--- config.mk ---
export PLATFORM = sky130hd
export DESIGN_NAME = running_mean_stddev_unit
export DESIGN_NICKNAME = d
export VERILOG_FILES = /design/src/rtl/rmsd_pkg.sv /design/src/rtl/rmsd_front.sv /design/src/rtl/rmsd_fifo.sv /design/src/rtl/rmsd_div.sv /design/src/rtl/rmsd_back.sv /design/src/rtl/running_mean_stddev_unit.sv
export VERILOG_INCLUDE_DIRS = /design/src /design/src/rtl
export SDC_FILE = /design/constraint.sdc
export NUM_CORES = 2
export LEC_CHECK = 0
export BUFFER_PORTS_ARGS = -buffer_cell sky130_fd_sc_hd__buf_4
export CAP_MARGIN = 5
export CORE_MARGIN = 2
export CORE_UTILIZATION = 60
export CTS_BUF_LIST = sky130_fd_sc_hd__clkbuf_2
export DETAILED_ROUTE_END_ITERATION = 10
export PLACE_DENSITY = 0.83
export SLEW_MARGIN = 5
export SYNTH_ARGS = -nofsm -noshare
export SYNTH_HDL_FRONTEND = slang
export SYNTH_SLANG_ARGS = --single-unit
export TNS_END_PERCENT = 1
--- constraint.sdc ---
create_clock -name clk -period 8.7 [get_ports clk]
set_input_delay 0.87 -clock clk [delete_from_list [all_inputs] [get_ports clk]]
set_output_delay 0.87 -clock clk [all_outputs]
set_load 0.05 [all_outputs]
--- src/rtl/running_mean_stddev_unit_macros.svh ---
// Assertion macros for the running mean / standard deviation unit.
// Expects clk and rst in scope where used.
`ifndef RUNNING_MEAN_STDDEV_UNIT_MACROS_SVH
`define RUNNING_MEAN_STDDEV_UNIT_MACROS_SVH

// cond implies conseq in the same cycle
`define RMSD_ASSERT_HOLDS(lbl, cond, conseq, msg) \
  lbl: assert property (@(posedge clk) disable iff (rst) (cond) |-> (conseq)) else $error(msg);

// cond implies conseq in the next cycle
`define RMSD_ASSERT_AFTER(lbl, cond, conseq, msg) \
  lbl: assert property (@(posedge clk) disable iff (rst) (cond) |=> (conseq)) else $error(msg);

`endif

--- src/rtl/rmsd_pkg.sv ---
// Shared types and constants for the running mean / standard deviation unit.
// No dependencies.
package rmsd_pkg;

  localparam int SAMPLE_BITS_DEF = 16;
  localparam int FRAC_BITS       = 8;
  localparam int COUNT_BITS      = 17;
  localparam int CFG_DATA_W      = 16;
  localparam int CFG_INDEX_W     = 1;
  localparam int QUEUE_DEPTH     = 2;

  localparam logic [CFG_DATA_W-1:0] GOAL_RESET            = 16'd10;
  localparam logic [CFG_DATA_W-1:0] ABORT_THRESHOLD_RESET = 16'(5 << FRAC_BITS);

  typedef enum logic [1:0] {
    MODE_SAMPLE  = 2'd0,
    MODE_START   = 2'd1,
    MODE_PREEMPT = 2'd2
  } mode_t;

  typedef enum logic [1:0] {
    ST_RUNNING   = 2'd0,
    ST_SUCCEEDED = 2'd1,
    ST_ABORTED   = 2'd2,
    ST_PREEMPTED = 2'd3
  } status_t;

  typedef enum logic [CFG_INDEX_W-1:0] {
    REG_SAMPLE_GOAL     = 1'b0,
    REG_ABORT_THRESHOLD = 1'b1
  } reg_index_t;

  typedef enum logic [1:0] {
    JOB_RUNNING = 2'd0,
    JOB_CLOSING = 2'd1,
    JOB_PREEMPT = 2'd2
  } job_kind_t;

  typedef enum logic [1:0] {
    F_IDLE,
    F_SQUARE,
    F_UPDATE
  } front_state_t;

  typedef enum logic [2:0] {
    B_IDLE,
    B_DIVIDE,
    B_SQUARE,
    B_VAR,
    B_ROOT,
    B_DONE
  } back_state_t;

endpackage

--- src/rtl/rmsd_front.sv ---
// Front end: takes commands and samples, keeps run state and accumulators,
// queues one job per result. Depends on rmsd_pkg.
module rmsd_front #(
  parameter int SAMPLE_BITS = rmsd_pkg::SAMPLE_BITS_DEF,
  localparam int SUM_W = SAMPLE_BITS + rmsd_pkg::COUNT_BITS,
  localparam int SQ_W  = 2 * SAMPLE_BITS + rmsd_pkg::COUNT_BITS,
  localparam int JOB_W = 2 + SAMPLE_BITS + SQ_W + SUM_W + rmsd_pkg::COUNT_BITS
) (
  input  logic                   clk,
  input  logic                   rst,
  input  logic                   in_valid,
  output logic                   in_ready,
  input  logic [1:0]             in_mode,
  input  logic [SAMPLE_BITS-1:0] in_sample,
  input  logic [15:0]            sample_goal,
  output logic                   job_valid,
  input  logic                   job_ready,
  output logic [JOB_W-1:0]       job_data
);

  localparam int CW = rmsd_pkg::COUNT_BITS;

  rmsd_pkg::front_state_t state, state_next;

  logic [1:0]                    mode_r;
  logic signed [SAMPLE_BITS-1:0] sample_r;
  logic [2*SAMPLE_BITS-1:0]      prod;
  logic                          run_active;
  logic [CW-1:0]                 count_acc;
  logic [SUM_W-1:0]              sum_acc;
  logic [SQ_W-1:0]               square_acc;

  logic signed [2*SAMPLE_BITS-1:0] prod_full;
  logic [CW-1:0]                   count_inc;
  logic [SUM_W-1:0]                sum_new;
  logic [SQ_W-1:0]                 sq_new;
  logic                            closing;
  logic                            commit;
  logic [1:0]                      kind;

  assign prod_full = sample_r * sample_r;
  assign count_inc = count_acc + CW'(1);
  assign sum_new   = sum_acc + SUM_W'(sample_r);
  assign sq_new    = square_acc + SQ_W'(prod);
  assign closing   = count_inc > {1'b0, sample_goal};
  assign kind      = closing ? rmsd_pkg::JOB_CLOSING : rmsd_pkg::JOB_RUNNING;

  always_comb begin
    state_next = state;
    in_ready   = 1'b0;
    job_valid  = 1'b0;
    job_data   = {kind, sample_r, sq_new, sum_new, count_inc};
    commit     = 1'b0;
    case (state)
      rmsd_pkg::F_IDLE: begin
        in_ready = 1'b1;
        if (in_valid) state_next = rmsd_pkg::F_SQUARE;
      end
      rmsd_pkg::F_SQUARE: begin
        state_next = rmsd_pkg::F_UPDATE;
      end
      rmsd_pkg::F_UPDATE: begin
        case (mode_r)
          rmsd_pkg::MODE_SAMPLE: begin
            job_valid = run_active;
            commit    = run_active && job_ready;
            if (!run_active || job_ready) state_next = rmsd_pkg::F_IDLE;
          end
          rmsd_pkg::MODE_START: begin
            commit     = 1'b1;
            state_next = rmsd_pkg::F_IDLE;
          end
          rmsd_pkg::MODE_PREEMPT: begin
            job_valid = run_active;
            job_data  = {rmsd_pkg::JOB_PREEMPT, {SAMPLE_BITS{1'b0}}, square_acc, sum_acc,
                         count_acc};
            commit    = run_active && job_ready;
            if (!run_active || job_ready) state_next = rmsd_pkg::F_IDLE;
          end
          default: begin
            state_next = rmsd_pkg::F_IDLE;
          end
        endcase
      end
      default: begin
        state_next = rmsd_pkg::F_IDLE;
      end
    endcase
  end

  always_ff @(posedge clk) begin
    if (rst) begin
      state <= rmsd_pkg::F_IDLE;
    end else begin
      state <= state_next;
    end
  end

  always_ff @(posedge clk) begin
    if (rst) begin
      run_active <= 1'b0;
      count_acc  <= '0;
      sum_acc    <= '0;
      square_acc <= '0;
    end else if (commit) begin
      case (mode_r)
        rmsd_pkg::MODE_SAMPLE: begin
          count_acc  <= count_inc;
          sum_acc    <= sum_new;
          square_acc <= sq_new;
          if (closing) run_active <= 1'b0;
        end
        rmsd_pkg::MODE_START: begin
          run_active <= 1'b1;
          count_acc  <= '0;
          sum_acc    <= '0;
          square_acc <= '0;
        end
        rmsd_pkg::MODE_PREEMPT: begin
          run_active <= 1'b0;
        end
        default: begin
        end
      endcase
    end
  end

  always_ff @(posedge clk) begin
    if (in_valid && in_ready) begin
      mode_r   <= in_mode;
      sample_r <= in_sample;
    end
    if (state == rmsd_pkg::F_SQUARE) prod <= $unsigned(prod_full);
  end

endmodule

--- src/rtl/rmsd_fifo.sv ---
// Small job queue between front and back end.
// Depends on nothing; depth and width come from the instantiating module.
module rmsd_fifo #(
  parameter int WIDTH = 8,
  parameter int DEPTH = 2
) (
  input  logic             clk,
  input  logic             rst,
  input  logic             push_valid,
  output logic             push_ready,
  input  logic [WIDTH-1:0] push_data,
  output logic             pop_valid,
  input  logic             pop_ready,
  output logic [WIDTH-1:0] pop_data
);

  localparam int PTR_W = (DEPTH > 1) ? $clog2(DEPTH) : 1;
  localparam int LVL_W = $clog2(DEPTH + 1);

  logic [WIDTH-1:0] entries [DEPTH];
  logic [PTR_W-1:0] wr_ptr, rd_ptr;
  logic [LVL_W-1:0] level;
  logic             do_push, do_pop;

  assign push_ready = level != LVL_W'(DEPTH);
  assign pop_valid  = level != '0;
  assign pop_data   = entries[rd_ptr];
  assign do_push    = push_valid && push_ready;
  assign do_pop     = pop_valid && pop_ready;

  always_ff @(posedge clk) begin
    if (rst) begin
      wr_ptr <= '0;
      rd_ptr <= '0;
      level  <= '0;
    end else begin
      if (do_push) wr_ptr <= (wr_ptr == PTR_W'(DEPTH - 1)) ? '0 : wr_ptr + PTR_W'(1);
      if (do_pop)  rd_ptr <= (rd_ptr == PTR_W'(DEPTH - 1)) ? '0 : rd_ptr + PTR_W'(1);
      if (do_push && !do_pop) level <= level + LVL_W'(1);
      else if (do_pop && !do_push) level <= level - LVL_W'(1);
    end
  end

  always_ff @(posedge clk) begin
    if (do_push) entries[wr_ptr] <= push_data;
  end

endmodule

--- src/rtl/rmsd_div.sv ---
// Restoring unsigned divider, one quotient bit per cycle.
// Depends on nothing.
module rmsd_div #(
  parameter int NUM_BITS = 33,
  parameter int DEN_BITS = 17
) (
  input  logic                clk,
  input  logic                rst,
  input  logic                start,
  input  logic [NUM_BITS-1:0] dividend,
  input  logic [DEN_BITS-1:0] divisor,
  output logic                busy,
  output logic [NUM_BITS-1:0] quotient
);

  localparam int CNT_W = $clog2(NUM_BITS + 1);

  logic [NUM_BITS-1:0] work;
  logic [DEN_BITS-1:0] rem;
  logic [DEN_BITS-1:0] den;
  logic [CNT_W-1:0]    cnt;
  logic [DEN_BITS:0]   trial;
  logic [DEN_BITS:0]   diff;
  logic                fits;

  assign trial    = {rem, work[NUM_BITS-1]};
  assign diff     = trial - {1'b0, den};
  assign fits     = trial >= {1'b0, den};
  assign quotient = work;

  always_ff @(posedge clk) begin
    if (rst) begin
      busy <= 1'b0;
    end else if (start) begin
      busy <= 1'b1;
    end else if (busy && cnt == CNT_W'(1)) begin
      busy <= 1'b0;
    end
  end

  // work shifts the dividend out at the top and the quotient in at the bottom
  always_ff @(posedge clk) begin
    if (start) begin
      work <= dividend;
      rem  <= '0;
      den  <= divisor;
      cnt  <= CNT_W'(NUM_BITS);
    end else if (busy) begin
      rem  <= fits ? diff[DEN_BITS-1:0] : trial[DEN_BITS-1:0];
      work <= {work[NUM_BITS-2:0], fits};
      cnt  <= cnt - CNT_W'(1);
    end
  end

endmodule

--- src/rtl/rmsd_back.sv ---
// Back end: per job, divides for mean and mean square, forms the variance,
// takes its square root and holds the result word. Depends on rmsd_pkg, rmsd_div.
module rmsd_back #(
  parameter int SAMPLE_BITS = rmsd_pkg::SAMPLE_BITS_DEF,
  localparam int SUM_W = SAMPLE_BITS + rmsd_pkg::COUNT_BITS,
  localparam int SQ_W  = 2 * SAMPLE_BITS + rmsd_pkg::COUNT_BITS,
  localparam int JOB_W = 2 + SAMPLE_BITS + SQ_W + SUM_W + rmsd_pkg::COUNT_BITS
) (
  input  logic                           clk,
  input  logic                           rst,
  input  logic                           job_valid,
  output logic                           job_ready,
  input  logic [JOB_W-1:0]               job_data,
  input  logic [15:0]                    abort_threshold,
  output logic                           out_valid,
  input  logic                           out_ready,
  output logic [rmsd_pkg::COUNT_BITS-1:0] out_count,
  output logic [SAMPLE_BITS-1:0]         out_echo,
  output logic [SAMPLE_BITS-1:0]         out_mean,
  output logic [SAMPLE_BITS-1:0]         out_sd,
  output logic [1:0]                     out_status
);

  localparam int CW    = rmsd_pkg::COUNT_BITS;
  localparam int S     = SAMPLE_BITS;
  localparam int RC_W  = $clog2(S + 1);
  localparam int CMP_W = (S > 16) ? S : 16;

  rmsd_pkg::back_state_t state, state_next;

  // job fields
  logic [CW-1:0]    count_j;
  logic [SUM_W-1:0] sum_j;
  logic [SUM_W-1:0] sum_abs;
  logic [SQ_W-1:0]  sq_j;
  logic [S-1:0]     echo_j;
  logic [1:0]       kind_j;

  assign count_j = job_data[CW-1:0];
  assign sum_j   = job_data[CW +: SUM_W];
  assign sq_j    = job_data[CW + SUM_W +: SQ_W];
  assign echo_j  = job_data[CW + SUM_W + SQ_W +: S];
  assign kind_j  = job_data[JOB_W-1 -: 2];
  assign sum_abs = sum_j[SUM_W-1] ? -sum_j : sum_j;

  logic             div_start;
  logic             mean_busy, sq_busy;
  logic [SUM_W-1:0] mean_quo;
  logic [SQ_W-1:0]  sq_quo;

  rmsd_div #(.NUM_BITS(SUM_W), .DEN_BITS(CW)) u_div_mean (
    .clk      (clk),
    .rst      (rst),
    .start    (div_start),
    .dividend (sum_abs),
    .divisor  (count_j),
    .busy     (mean_busy),
    .quotient (mean_quo)
  );

  rmsd_div #(.NUM_BITS(SQ_W), .DEN_BITS(CW)) u_div_sq (
    .clk      (clk),
    .rst      (rst),
    .start    (div_start),
    .dividend (sq_j),
    .divisor  (count_j),
    .busy     (sq_busy),
    .quotient (sq_quo)
  );

  logic [1:0]          kind;
  logic [S-1:0]        echo;
  logic [CW-1:0]       count_r;
  logic                sum_neg;
  logic signed [S-1:0] mean_r;
  logic [2*S-1:0]      msq;
  logic [2*S-1:0]      q2;
  logic [2*S-1:0]      rad;
  logic [S:0]          rem;
  logic [S-1:0]        root;
  logic [RC_W-1:0]     cnt;

  logic signed [2*S-1:0] msq_full;
  logic signed [2*S:0]   diff;
  logic [2*S:0]          diff_abs;
  logic [S+2:0]          rem_sh;
  logic [S+2:0]          trial;
  logic [S+2:0]          rem_sub;
  logic                  fits;
  logic [S-1:0]          mean_mag;
  logic signed [15:0]    thr_s;
  logic signed [CMP_W-1:0] mean_cmp, thr_cmp;
  logic [1:0]            status;
  logic                  load_out;

  assign msq_full = mean_r * mean_r;
  assign diff     = $signed({1'b0, q2}) - $signed({1'b0, msq});
  assign diff_abs = diff[2*S] ? -diff : diff;
  assign rem_sh   = {rem, rad[2*S-1 -: 2]};
  assign trial    = {1'b0, root, 2'b01};
  assign rem_sub  = rem_sh - trial;
  assign fits     = rem_sh >= trial;
  assign mean_mag = mean_quo[S-1:0];
  assign thr_s    = abort_threshold;
  assign mean_cmp = CMP_W'(mean_r);
  assign thr_cmp  = CMP_W'(thr_s);

  always_comb begin
    case (kind)
      rmsd_pkg::JOB_RUNNING: status = rmsd_pkg::ST_RUNNING;
      rmsd_pkg::JOB_CLOSING:
        status = (mean_cmp > thr_cmp) ? rmsd_pkg::ST_ABORTED : rmsd_pkg::ST_SUCCEEDED;
      default:               status = rmsd_pkg::ST_PREEMPTED;
    endcase
  end

  always_comb begin
    state_next = state;
    job_ready  = 1'b0;
    div_start  = 1'b0;
    load_out   = 1'b0;
    case (state)
      rmsd_pkg::B_IDLE: begin
        job_ready = 1'b1;
        if (job_valid) begin
          // an empty run (preempt right after start) skips the math
          if (count_j == '0) begin
            state_next = rmsd_pkg::B_DONE;
          end else begin
            div_start  = 1'b1;
            state_next = rmsd_pkg::B_DIVIDE;
          end
        end
      end
      rmsd_pkg::B_DIVIDE: begin
        if (!mean_busy && !sq_busy) state_next = rmsd_pkg::B_SQUARE;
      end
      rmsd_pkg::B_SQUARE: begin
        state_next = rmsd_pkg::B_VAR;
      end
      rmsd_pkg::B_VAR: begin
        state_next = rmsd_pkg::B_ROOT;
      end
      rmsd_pkg::B_ROOT: begin
        if (cnt == RC_W'(1)) state_next = rmsd_pkg::B_DONE;
      end
      rmsd_pkg::B_DONE: begin
        if (!out_valid || out_ready) begin
          load_out   = 1'b1;
          state_next = rmsd_pkg::B_IDLE;
        end
      end
      default: begin
        state_next = rmsd_pkg::B_IDLE;
      end
    endcase
  end

  always_ff @(posedge clk) begin
    if (rst) begin
      state <= rmsd_pkg::B_IDLE;
    end else begin
      state <= state_next;
    end
  end

  always_ff @(posedge clk) begin
    case (state)
      rmsd_pkg::B_IDLE: begin
        kind    <= kind_j;
        echo    <= echo_j;
        count_r <= count_j;
        sum_neg <= sum_j[SUM_W-1];
        mean_r  <= '0;
        root    <= '0;
      end
      rmsd_pkg::B_DIVIDE: begin
        mean_r <= sum_neg ? -mean_mag : mean_mag;
        q2     <= sq_quo[2*S-1:0];
      end
      rmsd_pkg::B_SQUARE: begin
        msq <= $unsigned(msq_full);
      end
      rmsd_pkg::B_VAR: begin
        rad  <= diff_abs[2*S-1:0];
        rem  <= '0;
        root <= '0;
        cnt  <= RC_W'(S);
      end
      rmsd_pkg::B_ROOT: begin
        // two radicand bits per step, one root bit out
        rem  <= fits ? rem_sub[S:0] : rem_sh[S:0];
        root <= {root[S-2:0], fits};
        rad  <= {rad[2*S-3:0], 2'b00};
        cnt  <= cnt - RC_W'(1);
      end
      default: begin
      end
    endcase
  end

  always_ff @(posedge clk) begin
    if (rst) begin
      out_valid <= 1'b0;
    end else if (load_out) begin
      out_valid <= 1'b1;
    end else if (out_ready) begin
      out_valid <= 1'b0;
    end
  end

  always_ff @(posedge clk) begin
    if (load_out) begin
      out_count  <= count_r;
      out_echo   <= echo;
      out_mean   <= mean_r;
      out_sd     <= root;
      out_status <= status;
    end
  end

endmodule

--- src/rtl/running_mean_stddev_unit.sv ---
// The result rate is set by the back end's bit-serial divide and square root; the
// front end takes new samples until the queue is full, while earlier jobs wait in
// the two-entry queue or are in the back end. Start words queue no job and give no result.
// Reset (rst, synchronous) clears run state, accumulators, queue and result valid and
// restores sample_goal 10 and abort_threshold 5.0; no clearing pass.
`include "running_mean_stddev_unit_macros.svh"

module running_mean_stddev_unit #(
  parameter int SAMPLE_BITS = rmsd_pkg::SAMPLE_BITS_DEF,
  localparam int IN_TDATA_W  = ((SAMPLE_BITS + 7) / 8) * 8,
  localparam int OUT_W       = rmsd_pkg::COUNT_BITS + 3 * SAMPLE_BITS,
  localparam int OUT_TDATA_W = ((OUT_W + 7) / 8) * 8
) (
  input  logic                              clk,
  input  logic                              rst,
  input  logic                              s_axis_tvalid,
  output logic                              s_axis_tready,
  input  logic [IN_TDATA_W-1:0]             s_axis_tdata,  // sample_value
  input  logic [1:0]                        s_axis_tuser,  // mode
  output logic                              m_axis_tvalid,
  input  logic                              m_axis_tready,
  // sample_count, sample_echo, mean_value, std_dev
  output logic [OUT_TDATA_W-1:0]            m_axis_tdata,
  output logic [1:0]                        m_axis_tuser,  // run_status
  input  logic                              cfg_valid,
  output logic                              cfg_ready,
  input  logic [rmsd_pkg::CFG_INDEX_W-1:0]  cfg_index,
  input  logic [rmsd_pkg::CFG_DATA_W-1:0]   cfg_data
);

  localparam int SUM_W = SAMPLE_BITS + rmsd_pkg::COUNT_BITS;
  localparam int SQ_W  = 2 * SAMPLE_BITS + rmsd_pkg::COUNT_BITS;
  localparam int JOB_W = 2 + SAMPLE_BITS + SQ_W + SUM_W + rmsd_pkg::COUNT_BITS;

  logic [rmsd_pkg::CFG_DATA_W-1:0] sample_goal;
  logic [rmsd_pkg::CFG_DATA_W-1:0] abort_threshold;

  assign cfg_ready = 1'b1;

  always_ff @(posedge clk) begin
    if (rst) begin
      sample_goal     <= rmsd_pkg::GOAL_RESET;
      abort_threshold <= rmsd_pkg::ABORT_THRESHOLD_RESET;
    end else if (cfg_valid && cfg_ready) begin
      case (cfg_index)
        rmsd_pkg::REG_SAMPLE_GOAL:     sample_goal     <= cfg_data;
        rmsd_pkg::REG_ABORT_THRESHOLD: abort_threshold <= cfg_data;
        default: begin
        end
      endcase
    end
  end

  logic             q_push_valid, q_push_ready;
  logic [JOB_W-1:0] q_push_data;
  logic             q_pop_valid, q_pop_ready;
  logic [JOB_W-1:0] q_pop_data;

  rmsd_front #(.SAMPLE_BITS(SAMPLE_BITS)) u_front (
    .clk         (clk),
    .rst         (rst),
    .in_valid    (s_axis_tvalid),
    .in_ready    (s_axis_tready),
    .in_mode     (s_axis_tuser),
    .in_sample   (s_axis_tdata[SAMPLE_BITS-1:0]),
    .sample_goal (sample_goal),
    .job_valid   (q_push_valid),
    .job_ready   (q_push_ready),
    .job_data    (q_push_data)
  );

  rmsd_fifo #(.WIDTH(JOB_W), .DEPTH(rmsd_pkg::QUEUE_DEPTH)) u_queue (
    .clk        (clk),
    .rst        (rst),
    .push_valid (q_push_valid),
    .push_ready (q_push_ready),
    .push_data  (q_push_data),
    .pop_valid  (q_pop_valid),
    .pop_ready  (q_pop_ready),
    .pop_data   (q_pop_data)
  );

  logic [rmsd_pkg::COUNT_BITS-1:0] out_count;
  logic [SAMPLE_BITS-1:0]          out_echo;
  logic [SAMPLE_BITS-1:0]          out_mean;
  logic [SAMPLE_BITS-1:0]          out_sd;

  rmsd_back #(.SAMPLE_BITS(SAMPLE_BITS)) u_back (
    .clk             (clk),
    .rst             (rst),
    .job_valid       (q_pop_valid),
    .job_ready       (q_pop_ready),
    .job_data        (q_pop_data),
    .abort_threshold (abort_threshold),
    .out_valid       (m_axis_tvalid),
    .out_ready       (m_axis_tready),
    .out_count       (out_count),
    .out_echo        (out_echo),
    .out_mean        (out_mean),
    .out_sd          (out_sd),
    .out_status      (m_axis_tuser)
  );

  assign m_axis_tdata = OUT_TDATA_W'({out_sd, out_mean, out_echo, out_count});

  logic out_preempt, out_in_run;

  assign out_preempt = m_axis_tvalid && (m_axis_tuser == rmsd_pkg::ST_PREEMPTED);
  assign out_in_run  = m_axis_tvalid && (m_axis_tuser != rmsd_pkg::ST_PREEMPTED);

  `RMSD_ASSERT_HOLDS(a_preempt_echo_zero, out_preempt, out_echo == '0, "preempt word with sample")
  `RMSD_ASSERT_HOLDS(a_sample_count_nonzero, out_in_run, out_count != '0, "sample word, zero count")
  `RMSD_ASSERT_AFTER(a_back_one_job, q_pop_valid && q_pop_ready, !q_pop_ready, "second job while busy")

endmodule

==> impl_metrics.yaml <==
final_layout:
  drive_gt1_share_pct: 9.79
  postLayoutCellArea_sq_um: 63300
  nNetsFinal: 6802
  finalCoreUtilization_pct: 65.4
  fin_cells: 7379
  syn2layout_area_growth_pct: 7.93
synthesis:
  ys_warn_count: 0
  syn_area_sq_um: 58600
  synthArstFlopShare_pct: 0
  yosysSeqAreaShare_pct: 39.0
  synth_top_area_share_pct: 32.5
  yosysMostFrequentCell: "inv_1"
  synth_area_leaders: "edfxtp_1 (32%), fa_1 (16%), ha_1 (7.8%)"
  ys.flop_type: "edfxtp_1"
  yosys-top-cells-count: "inv_1 (824), edfxtp_1 (634), nand2_1 (562)"
  synth_cell_types: 94
  yosysTopAreaCell: "edfxtp_1"
  synth_seq_cells: 825
  synth_edf_count: 634
  synth_cells: 5717
  synth_area_per_cell_sq_um: 10.3
timing:
  setup_viol_count_final: 0
  setup-tns-final_ps: 0
  clock.fmax_mhz: 134
  post-route-period-util_pct: 85.9
  hold_violations: 0
  slew_violations: 0
  skew_ps: 152
  finalCriticalPeriod_ps: 7470
  slew_headroom_pct: 15.9
  tightest_slew_ps: 1260
  whs_ps: 153
  rsz0062_at_grt: "false"
  worst_slack_ps: 1230
floorplan:
  die-area_sq_um: 100000
  die_h_um: 317
  start_util_pct: 60.6
  die_w_um: 317
  rows: 114
  ios: 117
  core-area_sq_um: 96700
route:
  vias_per_cell: 5.68
  remaining_drc_errors: 0
  routed_wl_um: 136000
  vias: 41904
  dr.pass1.iters: 6
  wl_per_cell_um: 18.5
  ant_nets: 0
  drtIter0Drc: 3396
setup_path:
  required_ps: 10010
  crit_arrival_ps: 8780
  critPathKind: "reg2reg"
  r2r-start: "u_back.mean_cmp[1]$_SDFFCE_PN0P_"
  cp-start-kind: "register"
  startpoint: "u_back.mean_cmp[1]$_SDFFCE_PN0P_"
  worstPathMaxFanout: 13
  end_kind: "register"
  r2r_slack_ps: 1230
clock_network:
  cts.path.max_buffers: 3
  cts.sinks: 825
  cts_root_buffer: "clkbuf_2"
  cts_tree: "yes"
  postCtsSetupBuffers: 0
  numCtsBuffers: 203
  clk_pin_slew_ps: 120
  clk_latency_ps: 1560
  htreeDepth: 4
min_path:
  min_from: "s_axis_tdata[11]"
  hp-class: "in2reg"
grt:
  grt_max_degree: 84
  track_usage_pct: 27.7
  grt_pass1_vias: 42987
  overflow: 0
  grt_first_pass_wirelength_um: 219000
  grt_antenna_before_repair: 4
power:
  p_leak_nw: 28.0
  power.total_mw: 26.4
  power.switching_mw: 12.2
  ir_drop_mv: 0.629
  combPwrFrac_pct: 64.9
  powerDensity_nw_per_um2: 417
  switching_share_pct: 46.4
  seqPwrFrac_pct: 25.2
  internal_power_mw: 14.1
  p_clk_share_pct: 9.9
placed_design:
  post-dp-hpwl_um: 100000
  port_buffers: 108
  place_ws_ps: 1210
  placed_area_sq_um: 60600
  dp.cells: 6922
  globalplace.congestion: 0.960
status:
  outcome: "complete, no violations"
flow_run:
  max_cap_violations: 0
-- cell families after synthesis --
family | after synthesis | synth area share, %
flops | 825 | 39.0
buf+inv | 1065 | 6.90
simple gates | 1498 | 11.6
compound gates | 978 | 10.5
other cells | 2 | 0.0128
fa+ha+maj | 837 | 23.9
mux | 163 | 2.87
xor+xnor | 349 | 5.23
-- critical path, cell delays in order, from the launching register on --
cell and delay, ps:
edfxtp_1 800, buf_4 280, nand2_1 90, fa_1 550, inv_1 60, ha_1 200, a21oi_1 170, fa_1 460
fa_1 500, inv_1 60, fa_1 530, inv_1 70, fa_1 530, inv_1 40, ha_1 350, nand3_1 160
nor2_1 80, or4_1 460, a21oi_1 180, nor3_1 110, o41a_1 430, a21oi_1 190, nor2b_1 70, o21ai_0 290
a21oi_1 160, a211oi_1 330, xnor2_1 130
-- flip-flops by register name (all words and copies together) (netlist names), 17 cells and up, named ones only --
signal and count:
u_back.rad 32, u_back.msq 31, u_back.u_div_mean.den 17, u_back.u_div_mean.rem 17, u_back.q2 32, u_back.rem 17
u_front.prod 31, u_front.square_acc 49, u_back.u_div_mean.quotient 33, u_back.u_div_sq.quotient 49, u_back.count_r 17, u_front.sum_acc 33
u_back.out_count 17, u_queue.entries 234, u_back.u_div_sq.rem 17, u_front.count_acc 17
-- path summary, 6_finish.rpt --
path | to | depth (start not counted)
max | u_back.msq[31]$_DFFE_PP_ | 26
min | u_front.sample_r[11]$_DFFE_PP_ | 2
max reg2reg | u_back.msq[31]$_DFFE_PP_ | 26
min reg2reg | u_back.q2[24]$_DFFE_PP_ | 0
-- routing by layer --
metal	GRT usage [%]	part of all wire (%)	vias up
li1	-	-	19670
met1	35.0	39	20385
met2	47.8	50	1531
met3	4.17	6.9	318
met4	11.4	3.7	0
met5	0	0	-
-- layout by cell type (no fill, tap or decap), types with 28 or more instances in the layout --
master / instances
and2_1: 110
o21bai_1: 33
nor2_1: 461
xor2_1: 135
dfxtp_1: 190
dlygate4sd3_1: 74
a22oi_1: 29
mux2i_1: 120
o21a_1: 33
nor2b_1: 35
edfxtp_1: 634
a21o_1: 102
inv_1: 822
o21ai_0: 179
mux2_2: 43
buf_4: 162
clkinv_1: 55
nand2_1: 560
clkbuf_2: 295
nand2b_1: 39
fa_1: 472
nor3_1: 69
ha_1: 364
nand3_1: 50
xnor2_1: 213
nand4_1: 37
a21oi_1: 359
and3_1: 28
a211oi_1: 36
-- layout make-up --
type	count	area (sq um)
fillers	7296	33400
multi-input cells	3833	31800
flip-flops and latches	825	22900
inverters	826	3100
repair buffers	236	1960
well taps	1276	1600
clock buffers	295	1480
clock inverters	83	439
diodes	5	12.5
-- power by group through the flow --
| stage | clock network (mW) | logic (mW) | registers, mW |
|---|---|---|---|
| floorplan | 0 | 13.2 | 6.51 |
| global placement | 0 | 16.3 | 6.69 |
| global route | 2.88 | 19.3 | 6.72 |
| finish | 2.62 | 17.1 | 6.64 |
| CTS | 2.69 | 17.1 | 6.63 |
| detailed placement | 0 | 16.9 | 6.72 |
-- timing repair --
item	in CTS	in global routing
setup endpoints to repair	0	0
hold endpoints to repair	88	0
hold buffers	74	0
resized for setup	0	0
(Power assumes the default switching activity.)
